File: src/rtl/scaled_glyph_text_rasterizer_unit_macros.svh
// assertion macros used by the rasterizer top level
`ifndef SCALED_GLYPH_TEXT_RASTERIZER_UNIT_MACROS_SVH
`define SCALED_GLYPH_TEXT_RASTERIZER_UNIT_MACROS_SVH

// same-cycle implication, disabled during reset
`define SGR_ASSERT_NOW(label, clk, rst_n, ante, cons, msg) \
    label: assert property (@(posedge clk) disable iff (!rst_n) (ante) |-> (cons)) \
        else $error(msg);

// next-cycle implication, disabled during reset
`define SGR_ASSERT_NEXT(label, clk, rst_n, ante, cons, msg) \
    label: assert property (@(posedge clk) disable iff (!rst_n) (ante) |=> (cons)) \
        else $error(msg);

`endif

File: src/rtl/sgr_pkg.sv
package sgr_pkg;

    // limits of the scale and screen registers
    localparam int unsigned MAX_DOT_SCALE  = 8;
    localparam int unsigned MAX_SCREEN_DIM = 4096;

    // register indexes on the configuration port
    localparam logic [2:0] REG_SCREEN_WIDTH  = 3'd0;
    localparam logic [2:0] REG_SCREEN_HEIGHT = 3'd1;
    localparam logic [2:0] REG_DOT_SCALE     = 3'd2;
    localparam logic [2:0] REG_TEXT_COLOR    = 3'd3;
    localparam logic [2:0] REG_PIXEL_16BIT   = 3'd4;

    // glyph table geometry
    localparam int unsigned GLYPH_ROWS = 7;
    localparam int unsigned GLYPH_COLS = 5;
    localparam int unsigned GLYPH_DOTS = GLYPH_ROWS * GLYPH_COLS;

    // special glyph slots
    localparam logic [4:0] GLY_QUEST = 5'd26;
    localparam logic [4:0] GLY_DASH  = 5'd27;
    localparam logic [4:0] GLY_COLON = 5'd28;
    localparam logic [4:0] GLY_DOT   = 5'd29;
    localparam logic [4:0] GLY_SLASH = 5'd30;
    localparam logic [4:0] GLY_BLANK = 5'd31;

    // effective configuration seen by the datapath
    typedef struct packed {
        logic [12:0] width;
        logic [12:0] height;
        logic [3:0]  scale;
        logic [23:0] word;
    } t_cfg;

    // one character job passed from front to back
    typedef struct packed {
        logic [4:0]  glyph;
        logic [15:0] pen_col;
        logic [11:0] pen_row;
    } t_job;

    // one square, last field in the lowest bits
    typedef struct packed {
        logic [23:0] pixel_word;
        logic [3:0]  fill_height;
        logic [3:0]  fill_width;
        logic [11:0] fill_y;
        logic [11:0] fill_x;
    } t_fill;

    // map a character code to its glyph slot, lower case folded
    function automatic logic [4:0] glyph_index(input logic [7:0] code);
        logic [7:0] up;
        up = code;
        if (code >= 8'h61 && code <= 8'h7A) begin
            up = code - 8'h20;
        end
        if (up >= 8'h41 && up <= 8'h5A) begin
            return 5'(up - 8'h41);
        end
        case (up)
            8'h3F:   return GLY_QUEST;
            8'h2D:   return GLY_DASH;
            8'h3A:   return GLY_COLON;
            8'h2E:   return GLY_DOT;
            8'h2F:   return GLY_SLASH;
            default: return GLY_BLANK;
        endcase
    endfunction

    // font rows packed top row in the highest bits, msb of a row is leftmost
    function automatic logic [34:0] glyph_bits(input logic [4:0] g);
        case (g)
            5'd0:  return {5'h0E, 5'h11, 5'h11, 5'h1F, 5'h11, 5'h11, 5'h11};
            5'd1:  return {5'h1E, 5'h11, 5'h11, 5'h1E, 5'h11, 5'h11, 5'h1E};
            5'd2:  return {5'h0E, 5'h11, 5'h10, 5'h10, 5'h10, 5'h11, 5'h0E};
            5'd3:  return {5'h1E, 5'h11, 5'h11, 5'h11, 5'h11, 5'h11, 5'h1E};
            5'd4:  return {5'h1F, 5'h10, 5'h10, 5'h1E, 5'h10, 5'h10, 5'h1F};
            5'd5:  return {5'h1F, 5'h10, 5'h10, 5'h1E, 5'h10, 5'h10, 5'h10};
            5'd6:  return {5'h0E, 5'h11, 5'h10, 5'h17, 5'h11, 5'h11, 5'h0F};
            5'd7:  return {5'h11, 5'h11, 5'h11, 5'h1F, 5'h11, 5'h11, 5'h11};
            5'd8:  return {5'h1F, 5'h04, 5'h04, 5'h04, 5'h04, 5'h04, 5'h1F};
            5'd9:  return {5'h07, 5'h02, 5'h02, 5'h02, 5'h12, 5'h12, 5'h0C};
            5'd10: return {5'h11, 5'h12, 5'h14, 5'h18, 5'h14, 5'h12, 5'h11};
            5'd11: return {5'h10, 5'h10, 5'h10, 5'h10, 5'h10, 5'h10, 5'h1F};
            5'd12: return {5'h11, 5'h1B, 5'h15, 5'h15, 5'h11, 5'h11, 5'h11};
            5'd13: return {5'h11, 5'h19, 5'h15, 5'h13, 5'h11, 5'h11, 5'h11};
            5'd14: return {5'h0E, 5'h11, 5'h11, 5'h11, 5'h11, 5'h11, 5'h0E};
            5'd15: return {5'h1E, 5'h11, 5'h11, 5'h1E, 5'h10, 5'h10, 5'h10};
            5'd16: return {5'h0E, 5'h11, 5'h11, 5'h11, 5'h15, 5'h12, 5'h0D};
            5'd17: return {5'h1E, 5'h11, 5'h11, 5'h1E, 5'h14, 5'h12, 5'h11};
            5'd18: return {5'h0F, 5'h10, 5'h10, 5'h0E, 5'h01, 5'h01, 5'h1E};
            5'd19: return {5'h1F, 5'h04, 5'h04, 5'h04, 5'h04, 5'h04, 5'h04};
            5'd20: return {5'h11, 5'h11, 5'h11, 5'h11, 5'h11, 5'h11, 5'h0E};
            5'd21: return {5'h11, 5'h11, 5'h11, 5'h11, 5'h0A, 5'h0A, 5'h04};
            5'd22: return {5'h11, 5'h11, 5'h11, 5'h15, 5'h15, 5'h1B, 5'h11};
            5'd23: return {5'h11, 5'h0A, 5'h0A, 5'h04, 5'h0A, 5'h0A, 5'h11};
            5'd24: return {5'h11, 5'h0A, 5'h0A, 5'h04, 5'h04, 5'h04, 5'h04};
            5'd25: return {5'h1F, 5'h01, 5'h02, 5'h04, 5'h08, 5'h10, 5'h1F};
            5'd26: return {5'h0E, 5'h11, 5'h01, 5'h02, 5'h04, 5'h00, 5'h04};
            5'd27: return {5'h00, 5'h00, 5'h00, 5'h1F, 5'h00, 5'h00, 5'h00};
            5'd28: return {5'h00, 5'h04, 5'h00, 5'h00, 5'h00, 5'h04, 5'h00};
            5'd29: return {5'h00, 5'h00, 5'h00, 5'h00, 5'h00, 5'h06, 5'h06};
            5'd30: return {5'h01, 5'h02, 5'h02, 5'h04, 5'h08, 5'h08, 5'h10};
            default: return 35'd0;
        endcase
    endfunction

endpackage

File: src/rtl/sgr_front.sv
module sgr_front (
    input  logic                 i_clk,
    input  logic                 i_rst_n,
    input  logic                 i_s_tvalid,
    output logic                 o_s_tready,
    // char_code[7:0], restart[8], start_x[20:9], start_y[32:21], zero fill
    input  logic [39:0]          i_s_tdata,
    input  sgr_pkg::t_cfg        i_cfg,
    input  logic                 i_full,
    output logic                 o_push,
    output sgr_pkg::t_job        o_job
);
    import sgr_pkg::*;

    logic [15:0] r_pen_col;
    logic [11:0] r_pen_row;
    logic [15:0] n_pen_col;
    logic [11:0] n_pen_row;
    logic [15:0] base_col;
    logic [5:0]  advance;
    logic [16:0] col_sum;
    logic        restart;

    // accept while the queue has room
    assign o_s_tready = !i_full;
    assign o_push     = i_s_tvalid && !i_full;
    assign restart    = i_s_tdata[8];

    // pen reload and glyph classification
    always_comb begin
        base_col  = restart ? {4'd0, i_s_tdata[20:9]} : r_pen_col;
        n_pen_row = restart ? i_s_tdata[32:21] : r_pen_row;
        o_job.glyph   = glyph_index(i_s_tdata[7:0]);
        o_job.pen_col = base_col;
        o_job.pen_row = n_pen_row;
    end

    // pen advance of six dots, saturating
    always_comb begin
        advance   = {i_cfg.scale, 2'b00} + {1'b0, i_cfg.scale, 1'b0};
        col_sum   = {1'b0, base_col} + {11'd0, advance};
        n_pen_col = col_sum[16] ? 16'hFFFF : col_sum[15:0];
    end

    // pen state
    always_ff @(posedge i_clk) begin
        if (!i_rst_n) begin
            r_pen_col <= '0;
            r_pen_row <= '0;
        end else if (o_push) begin
            r_pen_col <= n_pen_col;
            r_pen_row <= n_pen_row;
        end
    end

endmodule

File: src/rtl/sgr_queue.sv
module sgr_queue (
    input  logic          i_clk,
    input  logic          i_rst_n,
    input  logic          i_push,
    input  sgr_pkg::t_job i_job,
    output logic          o_full,
    output logic          o_valid,
    input  logic          i_pop,
    output sgr_pkg::t_job o_job
);
    import sgr_pkg::*;

    t_job       r_mem [2];
    logic       r_wr_ptr;
    logic       r_rd_ptr;
    logic [1:0] r_count;

    assign o_full  = (r_count == 2'd2);
    assign o_valid = (r_count != 2'd0);
    assign o_job   = r_mem[r_rd_ptr];

    // entry storage
    always_ff @(posedge i_clk) begin
        if (i_push) begin
            r_mem[r_wr_ptr] <= i_job;
        end
    end

    // pointers and fill count
    always_ff @(posedge i_clk) begin
        if (!i_rst_n) begin
            r_wr_ptr <= 1'b0;
            r_rd_ptr <= 1'b0;
            r_count  <= 2'd0;
        end else begin
            if (i_push) begin
                r_wr_ptr <= !r_wr_ptr;
            end
            if (i_pop) begin
                r_rd_ptr <= !r_rd_ptr;
            end
            case ({i_push, i_pop})
                2'b10:   r_count <= r_count + 2'd1;
                2'b01:   r_count <= r_count - 2'd1;
                default: r_count <= r_count;
            endcase
        end
    end

endmodule

File: src/rtl/sgr_back.sv
module sgr_back (
    input  logic           i_clk,
    input  logic           i_rst_n,
    input  sgr_pkg::t_cfg  i_cfg,
    input  logic           i_q_valid,
    input  sgr_pkg::t_job  i_q_job,
    output logic           o_q_pop,
    output logic           o_valid,
    input  logic           i_ready,
    output sgr_pkg::t_fill o_fill,
    output logic           o_last
);
    import sgr_pkg::*;

    typedef enum logic [1:0] {ST_IDLE, ST_SCAN, ST_FLUSH} t_state;

    t_state      r_state;
    logic [34:0] r_bits;
    logic [2:0]  r_row;
    logic [2:0]  r_col;
    logic [15:0] r_pen_col;
    logic [16:0] r_xcur;
    logic [12:0] r_ycur;
    t_fill       r_hold;
    logic        r_hold_valid;
    t_fill       r_out;
    logic        r_out_last;
    logic        r_out_valid;

    logic        x_in;
    logic        y_in;
    logic        vis;
    logic [17:0] x_end;
    logic [13:0] y_end;
    logic [16:0] x_left;
    logic [12:0] y_left;
    t_fill       n_cand;
    logic        out_free;
    logic        out_load;
    logic        out_last;
    logic        step;

    assign o_valid  = r_out_valid;
    assign o_fill   = r_out;
    assign o_last   = r_out_last;
    assign o_q_pop  = (r_state == ST_IDLE) && i_q_valid;
    assign out_free = !r_out_valid || i_ready;

    // clip the current dot square against the screen
    always_comb begin
        x_in   = r_xcur < {4'd0, i_cfg.width};
        y_in   = r_ycur < i_cfg.height;
        vis    = r_bits[34] && x_in && y_in;
        x_end  = {1'b0, r_xcur} + {14'd0, i_cfg.scale};
        y_end  = {1'b0, r_ycur} + {10'd0, i_cfg.scale};
        x_left = {4'd0, i_cfg.width} - r_xcur;
        y_left = i_cfg.height - r_ycur;
        n_cand.fill_x      = r_xcur[11:0];
        n_cand.fill_y      = r_ycur[11:0];
        n_cand.fill_width  = (x_end > {5'd0, i_cfg.width}) ? x_left[3:0] : i_cfg.scale;
        n_cand.fill_height = (y_end > {1'b0, i_cfg.height}) ? y_left[3:0] : i_cfg.scale;
        n_cand.pixel_word  = i_cfg.word;
    end

    // hold one square back so the final one can be marked
    always_comb begin
        out_load = 1'b0;
        out_last = 1'b0;
        step     = 1'b0;
        unique case (r_state)
            ST_SCAN: begin
                step     = !(vis && r_hold_valid && !out_free);
                out_load = vis && r_hold_valid && out_free;
            end
            ST_FLUSH: begin
                out_load = r_hold_valid && out_free;
                out_last = 1'b1;
            end
            default: begin
            end
        endcase
    end

    // sequencer, dot scan and result registers
    always_ff @(posedge i_clk) begin
        if (!i_rst_n) begin
            r_state      <= ST_IDLE;
            r_hold_valid <= 1'b0;
            r_out_valid  <= 1'b0;
        end else begin
            if (out_load) begin
                r_out       <= r_hold;
                r_out_last  <= out_last;
                r_out_valid <= 1'b1;
            end else if (i_ready) begin
                r_out_valid <= 1'b0;
            end
            unique case (r_state)
                ST_IDLE: begin
                    if (i_q_valid) begin
                        r_bits    <= glyph_bits(i_q_job.glyph);
                        r_row     <= 3'd0;
                        r_col     <= 3'd0;
                        r_pen_col <= i_q_job.pen_col;
                        r_xcur    <= {1'b0, i_q_job.pen_col};
                        r_ycur    <= {1'b0, i_q_job.pen_row};
                        r_state   <= ST_SCAN;
                    end
                end
                ST_SCAN: begin
                    if (step) begin
                        if (vis) begin
                            r_hold       <= n_cand;
                            r_hold_valid <= 1'b1;
                        end
                        r_bits <= {r_bits[33:0], 1'b0};
                        if (r_col == 3'(GLYPH_COLS - 1)) begin
                            r_col  <= 3'd0;
                            r_row  <= r_row + 3'd1;
                            r_xcur <= {1'b0, r_pen_col};
                            r_ycur <= r_ycur + {9'd0, i_cfg.scale};
                            if (r_row == 3'(GLYPH_ROWS - 1)) begin
                                r_state <= ST_FLUSH;
                            end
                        end else begin
                            r_col  <= r_col + 3'd1;
                            r_xcur <= r_xcur + {13'd0, i_cfg.scale};
                        end
                    end
                end
                ST_FLUSH: begin
                    if (!r_hold_valid) begin
                        r_state <= ST_IDLE;
                    end else if (out_free) begin
                        r_hold_valid <= 1'b0;
                        r_state      <= ST_IDLE;
                    end
                end
                default: begin
                    r_state <= ST_IDLE;
                end
            endcase
        end
    end

endmodule

File: src/rtl/scaled_glyph_text_rasterizer_unit.sv
// channel   dir  handshake                 payload
// s_axis    in   i_s_tvalid / o_s_tready   i_s_tdata  char, restart, start x/y
// m_axis    out  o_m_tvalid / i_m_tready   o_m_tdata  square, o_m_tlast last_dot
// cfg       in   i_cfg_wen                 i_cfg_addr, i_cfg_wdata
//
// each character scans its 35 font dots one per cycle in the back sequencer
// while the scan is not stalled, then passes the flush state, which marks the
// final square, and the idle state, which fetches the next job.
// the front takes characters into a two-entry job queue while the back scans.
// reset is synchronous, active low; config returns to 640x480, scale 1, white.
// a stalled output only stops the scan when a second visible square is ready.
module scaled_glyph_text_rasterizer_unit (
    input  logic        i_clk,
    input  logic        i_rst_n,
    input  logic        i_s_tvalid,
    output logic        o_s_tready,
    // char_code[7:0], restart[8], start_x[20:9], start_y[32:21], zero fill
    input  logic [39:0] i_s_tdata,
    output logic        o_m_tvalid,
    input  logic        i_m_tready,
    // fill_x[11:0], fill_y[23:12], fill_width[27:24], fill_height[31:28],
    // pixel_word[55:32]
    output logic [55:0] o_m_tdata,
    output logic        o_m_tlast,
    input  logic        i_cfg_wen,
    input  logic [2:0]  i_cfg_addr,
    input  logic [23:0] i_cfg_wdata
);
    import sgr_pkg::*;
    `include "scaled_glyph_text_rasterizer_unit_macros.svh"

    logic [12:0] r_screen_width;
    logic [12:0] r_screen_height;
    logic [3:0]  r_dot_scale;
    logic [23:0] r_text_color;
    logic        r_pixel_16bit;

    t_cfg  cfg;
    t_job  front_job;
    t_job  q_job;
    t_fill fill;
    logic  push;
    logic  full;
    logic  q_valid;
    logic  q_pop;

    // configuration registers
    always_ff @(posedge i_clk) begin
        if (!i_rst_n) begin
            r_screen_width  <= 13'd640;
            r_screen_height <= 13'd480;
            r_dot_scale     <= 4'd1;
            r_text_color    <= 24'hFFFFFF;
            r_pixel_16bit   <= 1'b0;
        end else if (i_cfg_wen) begin
            case (i_cfg_addr)
                REG_SCREEN_WIDTH:  r_screen_width  <= i_cfg_wdata[12:0];
                REG_SCREEN_HEIGHT: r_screen_height <= i_cfg_wdata[12:0];
                REG_DOT_SCALE:     r_dot_scale     <= i_cfg_wdata[3:0];
                REG_TEXT_COLOR:    r_text_color    <= i_cfg_wdata;
                REG_PIXEL_16BIT:   r_pixel_16bit   <= i_cfg_wdata[0];
                default: begin
                end
            endcase
        end
    end

    // clamp limits and build the colour word
    always_comb begin
        cfg.width  = (r_screen_width > 13'(MAX_SCREEN_DIM)) ?
                     13'(MAX_SCREEN_DIM) : r_screen_width;
        cfg.height = (r_screen_height > 13'(MAX_SCREEN_DIM)) ?
                     13'(MAX_SCREEN_DIM) : r_screen_height;
        if (r_dot_scale == 4'd0) begin
            cfg.scale = 4'd1;
        end else if (r_dot_scale > 4'(MAX_DOT_SCALE)) begin
            cfg.scale = 4'(MAX_DOT_SCALE);
        end else begin
            cfg.scale = r_dot_scale;
        end
        cfg.word = r_pixel_16bit ?
                   {8'd0, r_text_color[23:19], r_text_color[15:10], r_text_color[7:3]} :
                   r_text_color;
    end

    sgr_front u_front (
        .i_clk      (i_clk),
        .i_rst_n    (i_rst_n),
        .i_s_tvalid (i_s_tvalid),
        .o_s_tready (o_s_tready),
        .i_s_tdata  (i_s_tdata),
        .i_cfg      (cfg),
        .i_full     (full),
        .o_push     (push),
        .o_job      (front_job)
    );

    sgr_queue u_queue (
        .i_clk   (i_clk),
        .i_rst_n (i_rst_n),
        .i_push  (push),
        .i_job   (front_job),
        .o_full  (full),
        .o_valid (q_valid),
        .i_pop   (q_pop),
        .o_job   (q_job)
    );

    sgr_back u_back (
        .i_clk     (i_clk),
        .i_rst_n   (i_rst_n),
        .i_cfg     (cfg),
        .i_q_valid (q_valid),
        .i_q_job   (q_job),
        .o_q_pop   (q_pop),
        .o_valid   (o_m_tvalid),
        .i_ready   (i_m_tready),
        .o_fill    (fill),
        .o_last    (o_m_tlast)
    );

    assign o_m_tdata = fill;

    // squares are never empty and never wider than one dot
    `SGR_ASSERT_NOW(a_fill_size, i_clk, i_rst_n, o_m_tvalid, (fill.fill_width != 4'd0) && (fill.fill_height != 4'd0) && (fill.fill_width <= cfg.scale) && (fill.fill_height <= cfg.scale), "square size out of range")
    // squares start on screen
    `SGR_ASSERT_NOW(a_fill_onscreen, i_clk, i_rst_n, o_m_tvalid, ({1'b0, fill.fill_x} < cfg.width) && ({1'b0, fill.fill_y} < cfg.height), "square starts off screen")
    // a full queue refuses the next character
    `SGR_ASSERT_NEXT(a_queue_full, i_clk, i_rst_n, full && !q_pop, !o_s_tready, "queue accepted while full")

endmodule

File: config.mk
export PLATFORM = sky130hd
export DESIGN_NAME = scaled_glyph_text_rasterizer_unit
export DESIGN_NICKNAME = d
export VERILOG_FILES = /design/src/rtl/sgr_pkg.sv /design/src/rtl/sgr_front.sv /design/src/rtl/sgr_queue.sv /design/src/rtl/sgr_back.sv /design/src/rtl/scaled_glyph_text_rasterizer_unit.sv
export VERILOG_INCLUDE_DIRS = /design/src /design/src/rtl
export SDC_FILE = /design/constraint.sdc
export NUM_CORES = 1
export LEC_CHECK = 0
export CORE_ASPECT_RATIO = 0.9
export CORE_UTILIZATION = 66
export DETAILED_ROUTE_END_ITERATION = 7
export DONT_BUFFER_PORTS = 1
export GPL_ROUTABILITY_DRIVEN = 1
export GPL_TIMING_DRIVEN = 0
export PLACE_DENSITY = 0.84
export SYNTH_ARGS = -nofsm -noshare
export SYNTH_HDL_FRONTEND = slang
export SYNTH_SLANG_ARGS = --single-unit
File: constraint.sdc
create_clock -name i_clk -period 18.98 [get_ports i_clk]
set_clock_uncertainty 0.05 [all_clocks]
set_input_delay 2.847 -clock i_clk [delete_from_list [all_inputs] [get_ports i_clk]]
set_output_delay 2.847 -clock i_clk [all_outputs]
set_load 0.01 [all_outputs]
==> results.cfg, run 1 <==
[run_status]
outcome = finished clean

[sta]
tns_ns = 0
worst_pin_slew_ns = 1.011
relSlewSlack_pct = 32.06
period_share_pct = 31.26
fmax_mhz = 168.5
maxSlewViolCount = 0
setup_viol = 0
finalHoldViolCount = 0
hold_ws_ns = 0.3678
grt_setup_unrepaired = false
final.min_clock_period_ns = 5.934

[placed_design]
place_hpwl_um = 32790
gp_congestion = 0.9602
port_buffers = 0

[worst_setup_path]
cp.buffers_inverters = 3
required_ns = 19.39
crit_family = compound AO/OA/AOI/OAI gates
r2r_cells = 16
crit_chain = clkbuf_1 -> buf_2 -> buf_1 -> mux2_2 -> ha_1 -> a21o_1 -> a21oi_1 -> o21ai_0 -> nand3_1 -> o31ai_2 -> o221a_2
crit_type = input pin to flop
arrival_ns = 6.35
cp-end-kind = flop
reg2reg_slack_ns = 13.79
timing.rr.end = u_back.r_hold[31]
crit-reg2reg-launch = r_dot_scale[3]
cp-start-kind = input pin
crit_fanout = 10
crit_slowest_cell = o31ai_2
critPathMaxStageDelay_ns = 0.55

[clocking]
ctsHoldBuffers = 0
h-tree-depth = 2
cts_resized = 0
cts_buffer_depth = 3
insertion_delay_ns = 0.53
tritoncts = yes
postCtsSetupBuffers = 0
clk_pin_slew_ns = 0.06
clock_sinks = 358
clockRootBuffer = clkbuf_16
numCtsBuffers = 36

[floorplan]
start_util_pct = 68.13
die_h_um = 156.0
io_pins = 131
die_x_um = 173.1
coreArea_mm2 = 0.02553
rows = 55
die_area_mm2 = 0.02701

[drt]
num_vias = 12980
vias_per_cell = 6.569
drt_iter0_markers = 1474
drc_errors = 0
wl_per_cell_um = 23.31
ant_nets = 0
wl_met2_um = 20650
wl_met3_um = 5711
wl_met1_um = 18120
maxUsedRoutingLayer = met5
postRouteWirelength_um = 46070
first_pass_iters = 6

[global_route]
track_usage_pct = 34.10
grt_overflow = 0
grt_pass1_wl_um = 70390
grt_max_degree = 39
antenna_found_initial = 4
grt_pass1_vias = 12590

[power_and_ir_drop]
p_sw_w = 0.0008492
peakVddDrop_uv = 86.24
leakagePower_nw = 7.099
intPower_w = 0.001685
swShare_pct = 33.51
pwr-share-comb_pct = 29.3
pwr-share-clk_pct = 27.9
powerDensity_mw_per_mm2 = 132.2
seqPwrFrac_pct = 42.7

[yosys]
synth.most_common_cell = nand2_1
avgSynthCellArea_um2 = 11.17
synth_flop_cell = edfxtp_1
synth.largest_area_cell = edfxtp_1
syn-num-nets = 1736
synth_edf_count = 266
synth_seq_area_share_pct = 56.51
synth_area_leaders = edfxtp_1 (46%), dfxtp_1 (11%), ha_1 (7.3%), nand2_1 (5.8%), mux2_2 (3.8%)
syn_area_mm2 = 0.01739
syn_inst = 1557
yosysWarnings = 0
synthDistinctLibCells = 70
async_flop_share_pct = 0
synth_top_area_share_pct = 45.92
synth_seq_cells = 358
synth_commonest_cells = nand2_1 (268), edfxtp_1 (266), a21oi_1 (120), ha_1 (101), dfxtp_1 (92)

[flow_run]
cap_violations = 0

[hold_path]
hold-path-endpoint = u_back.o_fill[29]
hold_path_class = flop to flop
worstHoldStart = u_back.r_hold[29]
hold_depth = 0

[cells_and_area]
nets = 1784
syn2layout_area_growth_pct = 10.19
drive_above_1_share_pct = 9.553
==> power by group through the flow <==
stage	clock [W]	combinational (W)	sequential [W]
global route	0.000735	0.000802	0.00109
detailed placement	0	0.000707	0.00109
global placement	0	0.000669	0.00109
floorplan	0	0.000495	0.00107
CTS	0.000707	0.000721	0.00108
finish	0.000708	0.000743	0.00108
==> logic make-up (layout without fill, tap and decap cells) <==
| logic type | after synthesis | in the layout | share of synthesized area [%] |
|---|---|---|---|
| other cells | 0 | 1 | 0 |
| simple gates | 505 | 505 | 12.80 |
| mux | 99 | 99 | 6.158 |
| xor+xnor | 47 | 47 | 2.367 |
| fa+ha+maj | 107 | 107 | 7.956 |
| buf+inv | 126 | 202 | 2.820 |
| flops | 358 | 358 | 56.51 |
| compound gates | 315 | 315 | 11.39 |
==> state kept, by name, summed over array words and instances, names as in the netlist, 4 cells and up, named ones only <==
| signal | count |
|---|---|
| u_queue.r_mem | 66 |
| u_back.r_xcur | 17 |
| r_screen_width | 13 |
| u_back.o_fill | 56 |
| u_back.r_pen_col | 16 |
| u_back.r_ycur | 13 |
| u_front.r_pen_row | 12 |
| u_back.r_bits | 35 |
| u_front.r_pen_col | 16 |
| r_text_color | 24 |
| u_back.r_hold | 56 |
| r_screen_height | 13 |
| r_dot_scale | 4 |
==> per-stage QoR <==
| step | util (%) | std cells | cell area [um2] | power, W | worst slack (ns) |
|---|---|---|---|---|---|
| after floorplan | - | 1557 | 17390 | 0.001566 | 9.492 |
| after global placement | 69.80 | 1899 | 17820 | 0.001762 | 6.931 |
| after detailed placement | 70.44 | 1909 | 17980 | 0.001801 | 12.63 |
| after CTS | 75.06 | 1975 | 19160 | 0.002509 | 13.11 |
| after global routing | 75.06 | 1975 | 19160 | 0.002629 | 12.80 |
| final | 75.06 | 1976 | 19160 | 0.002534 | 13.05 |
==> cells in the final DEF, fill, tap and decap left out, drive strengths merged, types with 34 or more instances in the layout <==
cell type and n:
inv 55, mux2i 38, nand2 268, buf 34
mux2 61, o21ai 79, edfxtp 266, a21oi 120
clkbuf 103, dfxtp 92, ha 101, nand3 57
nor2 84
==> final cells by class <==
class	count	area (um2)
antenna	1	2.502
buffer	71	284.0
clock buffer	56	1089
clock inverter	10	90.09
fill	1607	6366
inverter	55	206.4
multi-input combinational	1073	7104
sequential	358	9829
tap	342	427.9
timing repair buffer	10	131.4
==> per-layer routing <==
layer,track usage [%],vias up
li1,-,5739
met1,45.32,6236
met2,54.24,851
met3,9.089,148
met4,12.26,6
met5,0.7246,-
==> worst max path at each step <==
stage / from / end / slack, ns / depth (start not counted)
floorplan: i_rst_n / u_back.o_fill[0] / 9.49 / 3
detailed placement: i_s_tdata[8] / u_front.r_pen_col[1] / 12.63 / 11
CTS: i_s_tdata[8] / u_front.r_pen_col[1] / 13.11 / 11
global route: i_s_tdata[8] / u_front.r_pen_col[0] / 12.80 / 11
global placement: i_rst_n / u_back.o_fill[48] / 6.93 / 3
finish: i_s_tdata[8] / u_front.r_pen_col[0] / 13.05 / 11
Note: power is estimated with default switching activity, not from simulation.
==> run 2, diff against run 1 <==
CORE_UTILIZATION = 58   (was 66)
PLACE_DENSITY = 0.78   (was 0.84)
clock period = 5.3 ns   (was 18.98 ns; I/O delays follow)
==> results.cfg, run 2 (same netlist as run 1, synthesis figures left out) <==
[global_route]
track_usage_pct = 27.81
antenna_found_initial = 0
grt_pass1_vias = 11937
grt_max_degree = 37
grt_pass1_wl_um = 65940
grt_overflow = 0

[clocking]
cts_resized = 0
clk_pin_slew_ns = 0.06
postCtsSetupBuffers = 0
h-tree-depth = 2
insertion_delay_ns = 0.52
clockRootBuffer = clkbuf_16
cts_buffer_depth = 3
tritoncts = yes
clock_sinks = 358
numCtsBuffers = 36
ctsHoldBuffers = 0

[power_and_ir_drop]
p_sw_w = 0.002925
pwr-share-comb_pct = 28.8
powerDensity_mw_per_mm2 = 466.1
finalPower_w = 0.008958
leakagePower_nw = 7.091
intPower_w = 0.006034
peakVddDrop_uv = 273.1
seqPwrFrac_pct = 43.2
pwr-share-clk_pct = 28.0
swShare_pct = 32.65

[placed_design]
dp_cells = 1959
placed_area_mm2 = 0.01804
gp_congestion = 0.9651
port_buffers = 0
place_hpwl_um = 31080

[sta]
period_share_pct = 96.03
setup_viol = 0
grt_setup_unrepaired = false
relSlewSlack_pct = 33.52
maxSlewViolCount = 0
finalHoldViolCount = 0
fmax_mhz = 196.5
worst_pin_slew_ns = 0.9778
final.min_clock_period_ns = 5.090
tns_ns = 0

[flow_run]
cap_violations = 0

[drt]
vias_per_cell = 6.065
wl_per_cell_um = 20.96
drc_errors = 0
drt_iter0_markers = 1263
ant_nets = 0
num_vias = 12276
postRouteWirelength_um = 42430
first_pass_iters = 6

[cells_and_area]
mostFrequentLayoutCell = nand2_1
final-seq-area_mm2 = 0.009829
nFillCells = 2132
multi_input_area_mm2 = 0.007113
diodes = 0
drive_above_1_share_pct = 9.337
syn2layout_area_growth_pct = 10.51
final_cell_area_mm2 = 0.01922
nets = 1780
fin_cells = 2024
layout_common_cells = nand2_1 (268), edfxtp_1 (266), a21oi_1 (119), ha_1 (101), dfxtp_1 (92)
regMostFlops = u_queue.r_mem
largest_reg_flops = 66

[floorplan]
die_h_um = 166.3
rows = 59
die_area_mm2 = 0.03069
start_util_pct = 59.65
die_x_um = 184.5
coreArea_mm2 = 0.02916
io_pins = 131

[hold_path]
hold-path-endpoint = r_text_color[5]
hold_depth = 2
hold_path_class = input pin to flop
worstHoldStart = i_cfg_wdata[5]

[worst_setup_path]
required_ns = 5.51
crit_type = flop to flop
timing.rr.end = u_back.r_hold[31]
reg2reg_slack_ns = 0.21
arrival_ns = 5.30
crit_fanout = 10
cp-start-kind = flop
crit-reg2reg-launch = r_dot_scale[3]
r2r_cells = 16
cp-end-kind = flop

[run_status]
outcome = finished clean
run 2: per-layer routing:
| layer | global-route usage, % | wire length [um] |
|---|---|---|
| met4 | 5.942 | 627 |
| met2 | 41.76 | 18720 |
| met3 | 8.114 | 4634 |
| met1 | 39.79 | 18410 |
| met5 | 0.9600 | 32 |
run 2: final cells by class:
| cell class | instances | share of cell area, % |
|---|---|---|
| flip-flops and latches | 358 | 51.14 |
| multi-input cells | 1073 | 37.01 |
| clock buffers | 49 | 5.422 |
| well taps | 396 | 2.578 |
| plain buffers | 71 | 1.478 |
| inverters | 55 | 1.074 |
| clock inverters | 16 | 0.7161 |
| repair buffers | 6 | 0.5859 |
run 2: through the flow:
stage | hold slack (ns) | util [%] | worst slack (ns)
2_1_floorplan | 0.3503 | - | 0.7934
3_3_place_gp | 0.3529 | 61.41 | -0.3118
3_5_place_dp | 0.3545 | 61.87 | 0.3754
4_1_cts | 0.3388 | 65.92 | 0.3083
5_1_grt | 0.3358 | 65.92 | 0.02802
6_report | 0.3461 | 65.92 | 0.2103
run 2: power by group through the flow:
stage,Sequential (W),Combinational [W],Clock (W)
floorplan,0.00383,0.00178,0
global placement,0.00392,0.00240,0
detailed placement,0.00392,0.00251,0
CTS,0.00386,0.00254,0.00253
global route,0.00391,0.00282,0.00264
finish,0.00387,0.00258,0.00251
run 2: worst max-delay path by stage:
stage	start	to	depth (start not counted)
after floorplan	r_screen_width[12]	u_back.r_row[0]	10
after global placement	r_screen_width[12]	u_back.r_ycur[8]	10
after detailed placement	r_dot_scale[3]	u_back.r_hold[31]	16
after CTS	r_dot_scale[3]	u_back.r_hold[31]	16
after global routing	r_dot_scale[3]	u_back.r_hold[31]	16
final	r_dot_scale[3]	u_back.r_hold[31]	16
run 2: worst max-delay path, stage by stage, from the launching register on:
cell,delay [ns]
dfxtp_1,0.69
o21bai_1,0.31
inv_1,0.26
ha_1,0.28
fa_1,0.41
a21o_1,0.22
a21oi_1,0.23
nor2_1,0.15
and3_1,0.21
xor2_1,0.16
ha_1,0.30
and4_1,0.22
nand4_1,0.14
nor3_1,0.20
a21oi_1,0.06
a32oi_1,0.54
mux2_2,0.41
